[src/hdl/scan_disk_seek_order_unit_defines.svh]
// Assertion macros for the disk seek order unit.
`ifndef SCAN_DISK_SEEK_ORDER_UNIT_DEFINES_SVH
`define SCAN_DISK_SEEK_ORDER_UNIT_DEFINES_SVH

`ifndef ASSERT_OFF

// Checks a property at every clock edge outside reset.
`define SDSO_ASSERT(lbl, prop) \
    lbl: assert property (@(posedge i_clk) disable iff (!i_rst_n) (prop)) \
        else $error("sdso assertion failed");

// Checks that a condition is followed by another one in the next cycle.
`define SDSO_ASSERT_NEXT(lbl, ante, cons) \
    lbl: assert property (@(posedge i_clk) disable iff (!i_rst_n) (ante) |=> (cons)) \
        else $error("sdso assertion failed");

`else

`define SDSO_ASSERT(lbl, prop)
`define SDSO_ASSERT_NEXT(lbl, ante, cons)

`endif

`endif

[src/hdl/sdso_pkg.sv]
// Shared types and constants of the disk seek order unit.
package sdso_pkg;

    localparam int unsigned MAX_REQUESTS_DEF = 64;
    localparam int unsigned CYL_BITS_DEF     = 12;

    localparam int unsigned SEEK_W      = 13;
    localparam int unsigned ORDER_IDX_W = 6;
    localparam int unsigned CFG_IDX_W   = 2;
    localparam int unsigned CFG_DATA_W  = 16;

    localparam logic [SEEK_W-1:0] SEEK_MAX = 13'd8191;

    localparam logic [CFG_IDX_W-1:0] REG_START_CYLINDER = 2'd0;
    localparam logic [CFG_IDX_W-1:0] REG_SWEEP_UP       = 2'd1;

    typedef enum logic [2:0] {
        ST_IDLE,
        ST_INS_CMP,
        ST_INS_PUT,
        ST_SCAN_RD,
        ST_SCAN,
        ST_SERVE_INIT,
        ST_SERVE
    } t_state;

    // Control that travels with one read of the request store during the sweep.
    typedef struct packed {
        logic valid;
        logic first;
        logic last;
        logic ovf;
    } t_serve_ctl;

endpackage

[src/hdl/sdso_seek_acc.sv]
// Head movement accumulator and result registers of the disk seek order unit.
module sdso_seek_acc #(
    parameter int CYL_BITS = sdso_pkg::CYL_BITS_DEF
) (
    input  logic                               i_clk,
    input  logic                               i_rst_n,
    input  sdso_pkg::t_serve_ctl               i_ctl,
    input  logic [CYL_BITS-1:0]                i_cyl,
    input  logic [CYL_BITS-1:0]                i_start_cyl,
    output logic                               o_strobe,
    output logic [CYL_BITS-1:0]                o_serviced_cylinder,
    output logic [sdso_pkg::ORDER_IDX_W-1:0]   o_order_index,
    output logic [sdso_pkg::SEEK_W-1:0]        o_running_seek,
    output logic                               o_dropped_any,
    output logic                               o_last_result
);

    localparam int SUM_W = ((CYL_BITS > int'(sdso_pkg::SEEK_W)) ?
                            CYL_BITS : int'(sdso_pkg::SEEK_W)) + 1;

    logic [CYL_BITS-1:0]              r_head;
    logic [sdso_pkg::SEEK_W-1:0]      r_seek;
    logic [sdso_pkg::ORDER_IDX_W-1:0] r_index;

    logic [CYL_BITS-1:0]              head_cur;
    logic [sdso_pkg::SEEK_W-1:0]      seek_cur;
    logic [sdso_pkg::ORDER_IDX_W-1:0] index_cur;
    logic [CYL_BITS-1:0]              move;
    logic [SUM_W-1:0]                 sum;
    logic [sdso_pkg::SEEK_W-1:0]      seek_new;

    // The first request of a sweep starts from the configured cylinder.
    always_comb begin
        head_cur  = i_ctl.first ? i_start_cyl : r_head;
        seek_cur  = i_ctl.first ? '0 : r_seek;
        index_cur = i_ctl.first ? '0 : r_index;
        move      = (i_cyl >= head_cur) ? (i_cyl - head_cur) : (head_cur - i_cyl);
        sum       = SUM_W'(seek_cur) + SUM_W'(move);
        seek_new  = (sum > SUM_W'(sdso_pkg::SEEK_MAX)) ? sdso_pkg::SEEK_MAX
                                                        : sum[sdso_pkg::SEEK_W-1:0];
    end

    always_ff @(posedge i_clk) begin
        if (!i_rst_n) begin
            o_strobe <= 1'b0;
        end else begin
            o_strobe <= i_ctl.valid;
        end
    end

    always_ff @(posedge i_clk) begin
        if (i_ctl.valid) begin
            r_head              <= i_cyl;
            r_seek              <= seek_new;
            r_index             <= index_cur + 1'b1;
            o_serviced_cylinder <= i_cyl;
            o_order_index       <= index_cur;
            o_running_seek      <= seek_new;
            o_dropped_any       <= i_ctl.ovf;
            o_last_result       <= i_ctl.last;
        end
    end

endmodule

[src/hdl/scan_disk_seek_order_unit.sv]
// Top level of the elevator disk seek order unit: request store, sort and sweep control.
// A request is taken only while the unit is idle; a non-final one is put in order by shifting the
// larger entries up one place, is written directly when the store is empty, or is dropped when full.
// A final request then adds a scan of the store for the split at the start cylinder and a sweep of
// store reads; results follow one per cycle, each registered in the accumulator after its read.
// Reset (synchronous, active low) clears the control state; the store itself is not cleared.

`include "scan_disk_seek_order_unit_defines.svh"

module scan_disk_seek_order_unit #(
    parameter int MAX_REQUESTS = sdso_pkg::MAX_REQUESTS_DEF,
    parameter int CYL_BITS     = sdso_pkg::CYL_BITS_DEF
) (
    input  logic                               i_clk,
    input  logic                               i_rst_n,
    // Request channel.
    input  logic                               start,
    output logic                               busy,
    input  logic [CYL_BITS-1:0]                i_request_cylinder,
    input  logic                               i_final_request,
    // Configuration write channel.
    input  logic                               i_cfg_valid,
    output logic                               o_cfg_ready,
    input  logic [sdso_pkg::CFG_IDX_W-1:0]     i_cfg_index,
    input  logic [sdso_pkg::CFG_DATA_W-1:0]    i_cfg_data,
    // Result channel: one strobed result per served request.
    output logic                               o_strobe,
    output logic [CYL_BITS-1:0]                o_serviced_cylinder,
    output logic [sdso_pkg::ORDER_IDX_W-1:0]   o_order_index,
    output logic [sdso_pkg::SEEK_W-1:0]        o_running_seek,
    output logic                               o_dropped_any,
    output logic                               o_last_result
);

    // The count must hold the full depth, while a store address only needs the depth minus one.
    localparam int CNT_W = $clog2(MAX_REQUESTS + 1);
    localparam int IDX_W = $clog2(MAX_REQUESTS);
    localparam logic [CNT_W-1:0] MAX_CNT = CNT_W'(MAX_REQUESTS);

    // Request store, kept in ascending order. Only entries below the count are ever read.
    logic [CYL_BITS-1:0] r_mem [MAX_REQUESTS];
    logic [CYL_BITS-1:0] r_rdata;

    logic                mem_we;
    logic [IDX_W-1:0]    mem_waddr;
    logic [CYL_BITS-1:0] mem_wdata;
    logic                mem_re;
    logic [IDX_W-1:0]    mem_raddr;

    // Control state.
    sdso_pkg::t_state     r_state, n_state;
    logic [CNT_W-1:0]     r_count, n_count;
    logic                 r_ovf, n_ovf;
    logic [CYL_BITS-1:0]  r_start_cyl, n_start_cyl;
    logic                 r_sweep_up, n_sweep_up;
    logic [CNT_W-1:0]     r_rem, n_rem;
    logic                 r_first, n_first;
    sdso_pkg::t_serve_ctl r_ctl, n_ctl;

    // Working registers of the current transaction.
    logic [CYL_BITS-1:0]  r_cyl, n_cyl;
    logic                 r_fin, n_fin;
    logic [CNT_W-1:0]     r_k, n_k;
    logic [IDX_W-1:0]     r_ptr, n_ptr;
    logic                 r_asc, n_asc;
    logic [CNT_W-1:0]     r_split, n_split;

    logic                 accept;
    logic [CNT_W-1:0]     ptr_ext;
    logic [CNT_W-1:0]     split_m1;

    assign busy        = (r_state != sdso_pkg::ST_IDLE);
    assign o_cfg_ready = !busy;
    assign accept      = start && !busy;
    assign ptr_ext     = CNT_W'(r_ptr);
    assign split_m1    = r_split - 1'b1;

    // Store with one write port and one registered read port.
    always_ff @(posedge i_clk) begin
        if (mem_we) begin
            r_mem[mem_waddr] <= mem_wdata;
        end
        if (mem_re) begin
            r_rdata <= r_mem[mem_raddr];
        end
    end

    always_ff @(posedge i_clk) begin
        if (!i_rst_n) begin
            r_state     <= sdso_pkg::ST_IDLE;
            r_count     <= '0;
            r_ovf       <= 1'b0;
            r_start_cyl <= '0;
            r_sweep_up  <= 1'b1;
            r_rem       <= '0;
            r_first     <= 1'b0;
            r_ctl       <= '0;
        end else begin
            r_state     <= n_state;
            r_count     <= n_count;
            r_ovf       <= n_ovf;
            r_start_cyl <= n_start_cyl;
            r_sweep_up  <= n_sweep_up;
            r_rem       <= n_rem;
            r_first     <= n_first;
            r_ctl       <= n_ctl;
        end
    end

    always_ff @(posedge i_clk) begin
        r_cyl   <= n_cyl;
        r_fin   <= n_fin;
        r_k     <= n_k;
        r_ptr   <= n_ptr;
        r_asc   <= n_asc;
        r_split <= n_split;
    end

    always_comb begin
        n_state     = r_state;
        n_count     = r_count;
        n_ovf       = r_ovf;
        n_start_cyl = r_start_cyl;
        n_sweep_up  = r_sweep_up;
        n_rem       = r_rem;
        n_first     = r_first;
        n_ctl       = '0;
        n_cyl       = r_cyl;
        n_fin       = r_fin;
        n_k         = r_k;
        n_ptr       = r_ptr;
        n_asc       = r_asc;
        n_split     = r_split;
        mem_we      = 1'b0;
        mem_waddr   = '0;
        mem_wdata   = r_cyl;
        mem_re      = 1'b0;
        mem_raddr   = '0;

        // Configuration is only written while the unit is idle; unknown indexes are ignored.
        if (i_cfg_valid && o_cfg_ready) begin
            case (i_cfg_index)
                sdso_pkg::REG_START_CYLINDER: n_start_cyl = i_cfg_data[CYL_BITS-1:0];
                sdso_pkg::REG_SWEEP_UP:       n_sweep_up  = i_cfg_data[0];
                default: ;
            endcase
        end

        case (r_state)
            sdso_pkg::ST_IDLE: begin
                if (accept) begin
                    n_cyl = i_request_cylinder;
                    n_fin = i_final_request;
                    if (r_count == MAX_CNT) begin
                        // Store full: the request is dropped and the batch is flagged.
                        n_ovf   = 1'b1;
                        n_state = i_final_request ? sdso_pkg::ST_SCAN_RD : sdso_pkg::ST_IDLE;
                    end else if (r_count == '0) begin
                        mem_we    = 1'b1;
                        mem_waddr = '0;
                        mem_wdata = i_request_cylinder;
                        n_count   = r_count + 1'b1;
                        n_state   = i_final_request ? sdso_pkg::ST_SCAN_RD : sdso_pkg::ST_IDLE;
                    end else begin
                        // Start the insertion walk at the top entry.
                        mem_re    = 1'b1;
                        mem_raddr = IDX_W'(r_count - 1'b1);
                        n_k       = r_count;
                        n_state   = sdso_pkg::ST_INS_CMP;
                    end
                end
            end

            sdso_pkg::ST_INS_CMP: begin
                // r_rdata holds entry k-1. Larger entries move up by one place.
                mem_we    = 1'b1;
                mem_waddr = r_k[IDX_W-1:0];
                if (r_rdata > r_cyl) begin
                    mem_wdata = r_rdata;
                    n_k       = r_k - 1'b1;
                    if (r_k == CNT_W'(1)) begin
                        n_state = sdso_pkg::ST_INS_PUT;
                    end else begin
                        mem_re    = 1'b1;
                        mem_raddr = IDX_W'(r_k - CNT_W'(2));
                    end
                end else begin
                    mem_wdata = r_cyl;
                    n_count   = r_count + 1'b1;
                    n_state   = r_fin ? sdso_pkg::ST_SCAN_RD : sdso_pkg::ST_IDLE;
                end
            end

            sdso_pkg::ST_INS_PUT: begin
                // The new request is the smallest so far.
                mem_we    = 1'b1;
                mem_waddr = '0;
                mem_wdata = r_cyl;
                n_count   = r_count + 1'b1;
                n_state   = r_fin ? sdso_pkg::ST_SCAN_RD : sdso_pkg::ST_IDLE;
            end

            sdso_pkg::ST_SCAN_RD: begin
                mem_re    = 1'b1;
                mem_raddr = '0;
                n_ptr     = '0;
                n_state   = sdso_pkg::ST_SCAN;
            end

            sdso_pkg::ST_SCAN: begin
                // Find the first entry at or above the start cylinder.
                if (r_rdata >= r_start_cyl) begin
                    n_split = ptr_ext;
                    n_state = sdso_pkg::ST_SERVE_INIT;
                end else if (ptr_ext + 1'b1 == r_count) begin
                    n_split = r_count;
                    n_state = sdso_pkg::ST_SERVE_INIT;
                end else begin
                    mem_re    = 1'b1;
                    mem_raddr = r_ptr + 1'b1;
                    n_ptr     = r_ptr + 1'b1;
                end
            end

            sdso_pkg::ST_SERVE_INIT: begin
                n_rem   = r_count;
                n_first = 1'b1;
                n_state = sdso_pkg::ST_SERVE;
                if (r_sweep_up) begin
                    if (r_split < r_count) begin
                        n_ptr = r_split[IDX_W-1:0];
                        n_asc = 1'b1;
                    end else begin
                        n_ptr = split_m1[IDX_W-1:0];
                        n_asc = 1'b0;
                    end
                end else begin
                    if (r_split != '0) begin
                        n_ptr = split_m1[IDX_W-1:0];
                        n_asc = 1'b0;
                    end else begin
                        n_ptr = '0;
                        n_asc = 1'b1;
                    end
                end
            end

            sdso_pkg::ST_SERVE: begin
                // One read per cycle; the accumulator handles each one in the cycle after its read.
                if (r_rem != '0) begin
                    mem_re      = 1'b1;
                    mem_raddr   = r_ptr;
                    n_rem       = r_rem - 1'b1;
                    n_first     = 1'b0;
                    n_ctl.valid = 1'b1;
                    n_ctl.first = r_first;
                    n_ctl.last  = (r_rem == CNT_W'(1));
                    n_ctl.ovf   = r_ovf;
                    // Walk one way and turn at the end of that half toward the other half.
                    if (r_asc) begin
                        if (ptr_ext + 1'b1 < r_count) begin
                            n_ptr = r_ptr + 1'b1;
                        end else begin
                            n_ptr = split_m1[IDX_W-1:0];
                            n_asc = 1'b0;
                        end
                    end else begin
                        if (r_ptr != '0) begin
                            n_ptr = r_ptr - 1'b1;
                        end else begin
                            n_ptr = r_split[IDX_W-1:0];
                            n_asc = 1'b1;
                        end
                    end
                end
                if (r_ctl.valid && r_ctl.last) begin
                    // The batch is done; the head position is kept in the accumulator.
                    n_count = '0;
                    n_ovf   = 1'b0;
                    n_state = sdso_pkg::ST_IDLE;
                end
            end

            default: begin
                n_state = sdso_pkg::ST_IDLE;
            end
        endcase
    end

    sdso_seek_acc #(
        .CYL_BITS(CYL_BITS)
    ) u_seek_acc (
        .i_clk               (i_clk),
        .i_rst_n             (i_rst_n),
        .i_ctl               (r_ctl),
        .i_cyl               (r_rdata),
        .i_start_cyl         (r_start_cyl),
        .o_strobe            (o_strobe),
        .o_serviced_cylinder (o_serviced_cylinder),
        .o_order_index       (o_order_index),
        .o_running_seek      (o_running_seek),
        .o_dropped_any       (o_dropped_any),
        .o_last_result       (o_last_result)
    );

    // The store never holds more requests than its depth.
    `SDSO_ASSERT(a_count_bound, r_count <= MAX_CNT)
    // Store reads for the accumulator only happen during the sweep.
    `SDSO_ASSERT(a_ctl_in_serve, !r_ctl.valid || (r_state == sdso_pkg::ST_SERVE))
    // When the final result is shown, the batch has already been cleared.
    `SDSO_ASSERT(a_last_clears, !(o_strobe && o_last_result) || (r_count == '0 && !r_ovf))
    // Results of one sweep come in consecutive cycles with consecutive order indexes.
    `SDSO_ASSERT_NEXT(a_index_step, o_strobe && !o_last_result,
        o_strobe && (o_order_index == sdso_pkg::ORDER_IDX_W'($past(o_order_index) + 1'b1)))

endmodule
[config.mk]
export PLATFORM = sky130hd
export DESIGN_NAME = scan_disk_seek_order_unit
export DESIGN_NICKNAME = d
export VERILOG_FILES = /design/src/hdl/sdso_pkg.sv /design/src/hdl/sdso_seek_acc.sv /design/src/hdl/scan_disk_seek_order_unit.sv
export VERILOG_INCLUDE_DIRS = /design/src /design/src/hdl
export SDC_FILE = /design/constraint.sdc
export NUM_CORES = 1
export LEC_CHECK = 0
export BUFFER_PORTS_ARGS = -buffer_cell sky130_fd_sc_hd__buf_2
export CORE_UTILIZATION = 51
export DETAILED_ROUTE_END_ITERATION = 8
export GPL_TIMING_DRIVEN = 0
export PLACE_DENSITY = 0.71
export SYNTH_ARGS = -nofsm -noshare
export SYNTH_HDL_FRONTEND = slang
export SYNTH_SLANG_ARGS = --single-unit
[constraint.sdc]
create_clock -name i_clk -period 8 [get_ports i_clk]
set_clock_uncertainty 0.15 [all_clocks]
set_input_delay 0.8 -clock i_clk [delete_from_list [all_inputs] [get_ports i_clk]]
set_output_delay 0.8 -clock i_clk [all_outputs]
set_load 0.005 [all_outputs]
* After elaboration in Yosys (flattened, before gate mapping)
Memory sizes are Yosys's and may differ from the RTL's. A register that Yosys moved wholly into a read port is not among the register bits. Cells that the tools add are included.
Storage, ports and cells: RAM bits 768, memories kept 1, output and inout port bits 36, register bits after elaboration 110, logic and storage cells 184
Cells by class: magnitude comparators 6, reduce and logical (&&, ||, !) cells 30, muxes and demuxes 85, eq/ne operators 24, add/subtract/negate cells 13
Memory list:
- r_mem | words 64, width 12, read ports 1, clocked after Yosys merged registers in 1, wr ports 1, line scan_disk_seek_order_unit.sv:41 | logic [CYL_BITS-1:0] r_mem [MAX_REQUESTS];
Operators by type and width (count):
- 6-bit two-way mux | 20
- 7-bit two-way mux | 11
- 12-bit two-way mux | 6
- 6-bit one-hot mux with 4 select lines | 2
- 7-bit one-hot mux with 2 select lines | 2
- 7-bit one-hot mux with 4 select lines | 1
- 12-bit greater-or-equal comparator | 2
- 1-bit two-way mux | 24
- 12-bit one-hot mux with 2 select lines | 1
- 12-bit subtractor | 2
- 2-bit != test (second input constant) | 11
- 3-bit one-hot mux with 7 select lines | 1
- 3-bit two-way mux | 6
- 6-bit by 1-bit subtractor with 6-bit output (second input constant) | 3
- 13-bit by 12-bit adder with 14-bit output | 1
- 7-bit by 1-bit equality test with 1-bit output (second input constant) | 2
- 14-bit by 13-bit > comparator with 1-bit output (second input constant) | 1
- 7-bit < comparator | 2
- 7-bit nonzero test | 2
- 7-bit by 1-bit subtractor with 7-bit output (second input constant) | 2
- 13-bit two-way mux | 1
- 6-bit by 1-bit adder with 6-bit output (second input constant) | 2
- 12-bit > comparator | 1
- 2-bit AND reduction | 6
- 28 further kinds | 46

* Longest topological paths before layout
depth in word-level cells 7, gate-level depth with buffers 30

* Modules after synthesis
Synthesis repeated with hierarchy kept, for this count alone.
Unflattened totals: cell total of the unflattened synthesis 3006, area, all modules 39379.0 um2
By module, submodules not included:
- scan_disk_seek_order_unit | area each 36194.7 um2, cells an instance 2688, times used 1, sequential area each 25164.1 um2
- sdso_seek_acc | area each 3184.3 um2, cells an instance 318, times used 1, sequential area each 1191.1 um2

* Least setup slack after synthesis
OpenSTA, ideal clock, no wires.
kind reg2reg, from register r_ctl[2] (netlist name), to register u_seek_acc.o_running_seek[10] (netlist name) (data pin), path slack 1927 ps, arrival time 5650 ps, required time 7577 ps, path buffers 5, stages on the path, launching flop included 31, cell sequence dfxtp_1 -> clkbuf_1 -> buf_1 -> mux2i_1 -> inv_1 -> ha_1 -> inv_1 -> fa_1 -> a21o_1 -> a21o_1 -> a21o_1 -> a21o_1 -> a21oi_1 -> o21bai_1 -> o31a_1 -> clkbuf_1 -> buf_1 -> mux2i_1 -> inv_1 -> ha_1 -> a21o_1 -> a21oi_1 -> o21ai_0 -> a21oi_1 -> o21ai_0 -> a21oi_1 -> o211ai_1 -> a31oi_1 -> or2_2 -> clkbuf_1 -> o21ai_0
On the way: longest elaborated chain between the ends 5
RTL lines:
- from (decl) | line scan_disk_seek_order_unit.sv:58 | sdso_pkg::t_serve_ctl r_ctl, n_ctl;
- from (signal assigned) | line scan_disk_seek_order_unit.sv:106 | r_ctl <= n_ctl;
- 12-bit two-way mux | line sdso_seek_acc.sv:34 | head_cur = i_ctl.first ? i_start_cyl : r_head;
- 12-bit subtractor / 12-bit greater-or-equal comparator (equally long branches) | line sdso_seek_acc.sv:37 | move = (i_cyl >= head_cur) ? (i_cyl - head_cur) : (head_cur - i_cyl);
- 12-bit two-way mux | line sdso_seek_acc.sv:37
- 13-bit by 12-bit adder with 14-bit output * | line sdso_seek_acc.sv:38 | sum = SUM_W'(seek_cur) + SUM_W'(move);
- 14-bit by 13-bit > comparator with 1-bit output | line sdso_seek_acc.sv:39 | seek_new = (sum > SUM_W'(sdso_pkg::SEEK_MAX)) ? sdso_pkg::SEEK_MAX
- to (signal assigned) | line sdso_seek_acc.sv:58 | o_running_seek <= seek_new;
- to (decl) | line sdso_seek_acc.sv:13 | output logic [sdso_pkg::SEEK_W-1:0] o_running_seek,
Every way passes the cells marked *; elsewhere a longest branch is shown, timed or not. A chain may end at the register's enable or synchronous reset.

* Worst setup path after layout
Ends and elaborated chain as after synthesis.

==> qor.yml <==
drc: 0
p_leak_uw: 0.01585
vias: 28360
hold_viol_final: 0
r2r_cells: 30
die_height_um: 281.2
clkSinkCount: 890
drt-total-wl_um: 131500
cts_tree: "done"
synthToLayoutAreaGrowth_pct: 12.65
ys_types: 86
fin_area_um2: 44780
reg2reg_slack_ps: 880
crit_top_cell: "a21o_1"
pin_count: 71
synth_ff_type: "edfxtp_1"
rsz0062_at_grt: "false"
clock-root-buffer: "clkbuf_16"
crit_slowest_cell: "clkbuf_1"
die_area_um2: 79050
grt_max_degree: 49
grt_pass1_wl_um: 184700
period_needed_ps: 7121
place_congestion: 1.017
initial_utilization: 0.5139
worst_pin_slew_ps: 1442
setup_violations: 0
crit_required_ps: 8220
worstHoldStart: "i_request_cylinder[5]"
core_um2: 77340
die_w_um: 281.2
path_max_fanout: 10
synth_nets: 3232
status: "complete, no violations"
synth_top_area_frac: 0.6445
synth_edf_count: 853
drv_slew: 0
cts-buffers-inserted: 94
path_class: "flop to flop"
avgSynthCellArea_um2: 12.78
r2r-end: "u_seek_acc.o_running_seek[10]"
ys_seq_elements: 890
final_nets: 3418
power-per-cell-area_nw_per_um2: 414.1
synthTopCellsByArea: "edfxtp_1 64%, nand2_1 4.8%, mux2i_1 3.6%"
r2r-start: "r_ctl[2]"
port_buffers: 66
dpl_cell_area_um2: 41840
setup_slack_ps: 879.4
grt_pass1_vias: 26560
critical_path_arrival_ps: 7340
holdBufCountCts: 0
fin_tns_setup_ps: 0
grt_antenna_before_repair: 2
cp-end-kind: "flop"
insertion_delay_ps: 670
slowest_delay_ps: 420
drv_cap: 0
hpwl_um: 90920
vdd_drop_max_v: 0.0002557
grtUsageTotal: 0.3319
cts_setup_buffers: 0
clk_path_buf_depth: 3
synth_top_area_cell: "edfxtp_1"
wl_per_cell_um: 29.84
async_flop_share: 0
slew_headroom: 0.03481
whs_ps: 186.2
cts-htree-levels: 3
first_pass_iters: 6
syn_inst: 3109
overflow: 0
pre_cts_ws_ps: 654.1
worstHoldEndpoint: "r_cyl[5]"
floorplan.rows: 102
clk_pin_slew_ps: 70
via_per_inst: 6.438
first_iter_violations: 4049
fin_crit_sh: 0.8901
seq_area_frac_synth: 0.6631
yosys_warnings: 0
drive_gt1_frac: 0.1160
cp-start-kind: "flop"
fmax_ghz: 0.1404
holdPathStages: 1
synth_area_um2: 39750
hp-class: "input pin to flop"
ant_nets: 0
==> per-stage QoR <==
step	total power (uW)	std cells	utilization
after global routing	19000	4403	0.5789
after CTS	18230	4403	0.5785
final	18540	4406	0.5789
after global placement	13860	4215	0.5350
after detailed placement	14100	4239	0.5410
after floorplan	10790	3109	-
==> cell usage in the layout, fill, tap and decap left out, drive strengths merged, types with 91 or more instances in the layout <==
master  instances
nor2          152
nand2         507
inv           109
edfxtp        853
buf           203
and3          124
mux2i         144
clkbuf        201
nand3         150
a21oi          91
==> Yosys cell counts (6+ instances only) <==
cell and instances:
a22o_1 17, nand3_1 150, nor2b_1 41, buf_6 7
nor4b_1 6, nand2b_1 10, o21a_1 8, buf_2 90
a222oi_1 12, buf_4 7, o221ai_1 11, a211oi_1 86
nor2_1 149, a21o_1 20, a311oi_1 20, o211ai_1 12
a2111oi_0 31, dfxtp_1 37, nand2_1 505, a31oi_1 26
nand4_1 33, nor4_1 22, nor3_1 27, ha_1 85
inv_1 106, o21ai_0 67, and3_1 124, a21oi_1 90
a211o_1 7, a21boi_0 11, xor2_1 23, nor3b_1 6
a32oi_1 9, edfxtp_1 853, xnor2_1 27, o22ai_1 11
a311o_1 28, clkbuf_1 75, buf_1 10, and4_1 10
mux2i_1 144, a22oi_1 14
==> power breakdown <==
part           total [uW]  internal (uW)  leakage, uW  switching (uW)
Combinational        7850           2100      0.00642            5750
Clock                4190           2350      0.00142            1850
Sequential           6500           6350      0.00801             144
Total               18500          10800       0.0159            7740
==> layer usage <==
layer,vias to the layer above,share of wire,GRT usage
met5,-,0.00024,0
met4,6,0.062,0.1845
met3,396,0.13,0.09585
met2,2002,0.44,0.5013
met1,13850,0.37,0.4304
li1,12110,-,-
==> cells by family (layout without fill, tap and decap cells) <==
logic type / count (synthesis) / in the layout / synth area share
muxes: 144 / 144 / 0.03627
other: 0 / 3 / 0
buffers and inverters: 298 / 552 / 0.03302
AOI/OAI and AO/OA: 525 / 525 / 0.09633
adders and majority gates: 88 / 88 / 0.02827
xor gates and xnor gates: 50 / 50 / 0.01102
DFF: 890 / 890 / 0.6631
and+or+nand+nor: 1114 / 1114 / 0.1320
==> worst max-delay path by stage <==
stage | start | end | slack [ps]
2_1_floorplan | r_ctl[2] | u_seek_acc.o_running_seek[10] | 1930
3_5_place_dp | r_ctl[2] | u_seek_acc.o_running_seek[10] | 650
6_report | r_ctl[2] | u_seek_acc.o_running_seek[10] | 880
5_1_grt | r_ctl[2] | u_seek_acc.o_running_seek[6] | 190
3_3_place_gp | r_ctl[2] | u_seek_acc.o_running_seek[10] | 670
4_1_cts | r_ctl[2] | u_seek_acc.o_running_seek[10] | 630
==> final cells by class <==
type | instances | area [um^2]
Fill cell | 6290 | 32560
Antenna cell | 3 | 7.507
Timing Repair Buffer | 90 | 744.5
Multi-Input combinational cell | 1921 | 12150
Clock buffer | 123 | 2587
Inverter | 107 | 401.6
Tap cell | 1040 | 1301
Buffer | 191 | 912.1
Sequential cell | 890 | 26360
Clock inverter | 41 | 315.3
==> critical path, delay by kind of cell, from the launching register on <==
family                   cells  cell delay, ps
flip-flops                   1             300
buffers and inverters        8            1980
adder cells (fa/ha/maj)      3             840
multiplexers                 2             480
AO/OA/AOI/OAI               16            2910
AND/OR/NAND/NOR              1             160
==> what timing repair did <==
action / CTS / global route
endpoints found under the hold margin: 0 / 0
setup endpoints to repair: 0 / 10
gates resized for setup: 0 / 1
==> sequential cells by signal (all words and copies together) (netlist names), 3 cells and up <==
register                   cells
r_mem                        768
u_seek_acc.o_running_seek     13
r_cyl                         12
r_rdata                       12
r_start_cyl                   12
u_seek_acc.r_head             12
r_count                        7
r_k                            7
r_rem                          7
r_split                        7
r_ptr                          6
u_seek_acc.o_order_index       6
u_seek_acc.r_index             6
r_ctl                          4
r_state                        3
No activity file was read; power rests on OpenSTA's default activity.
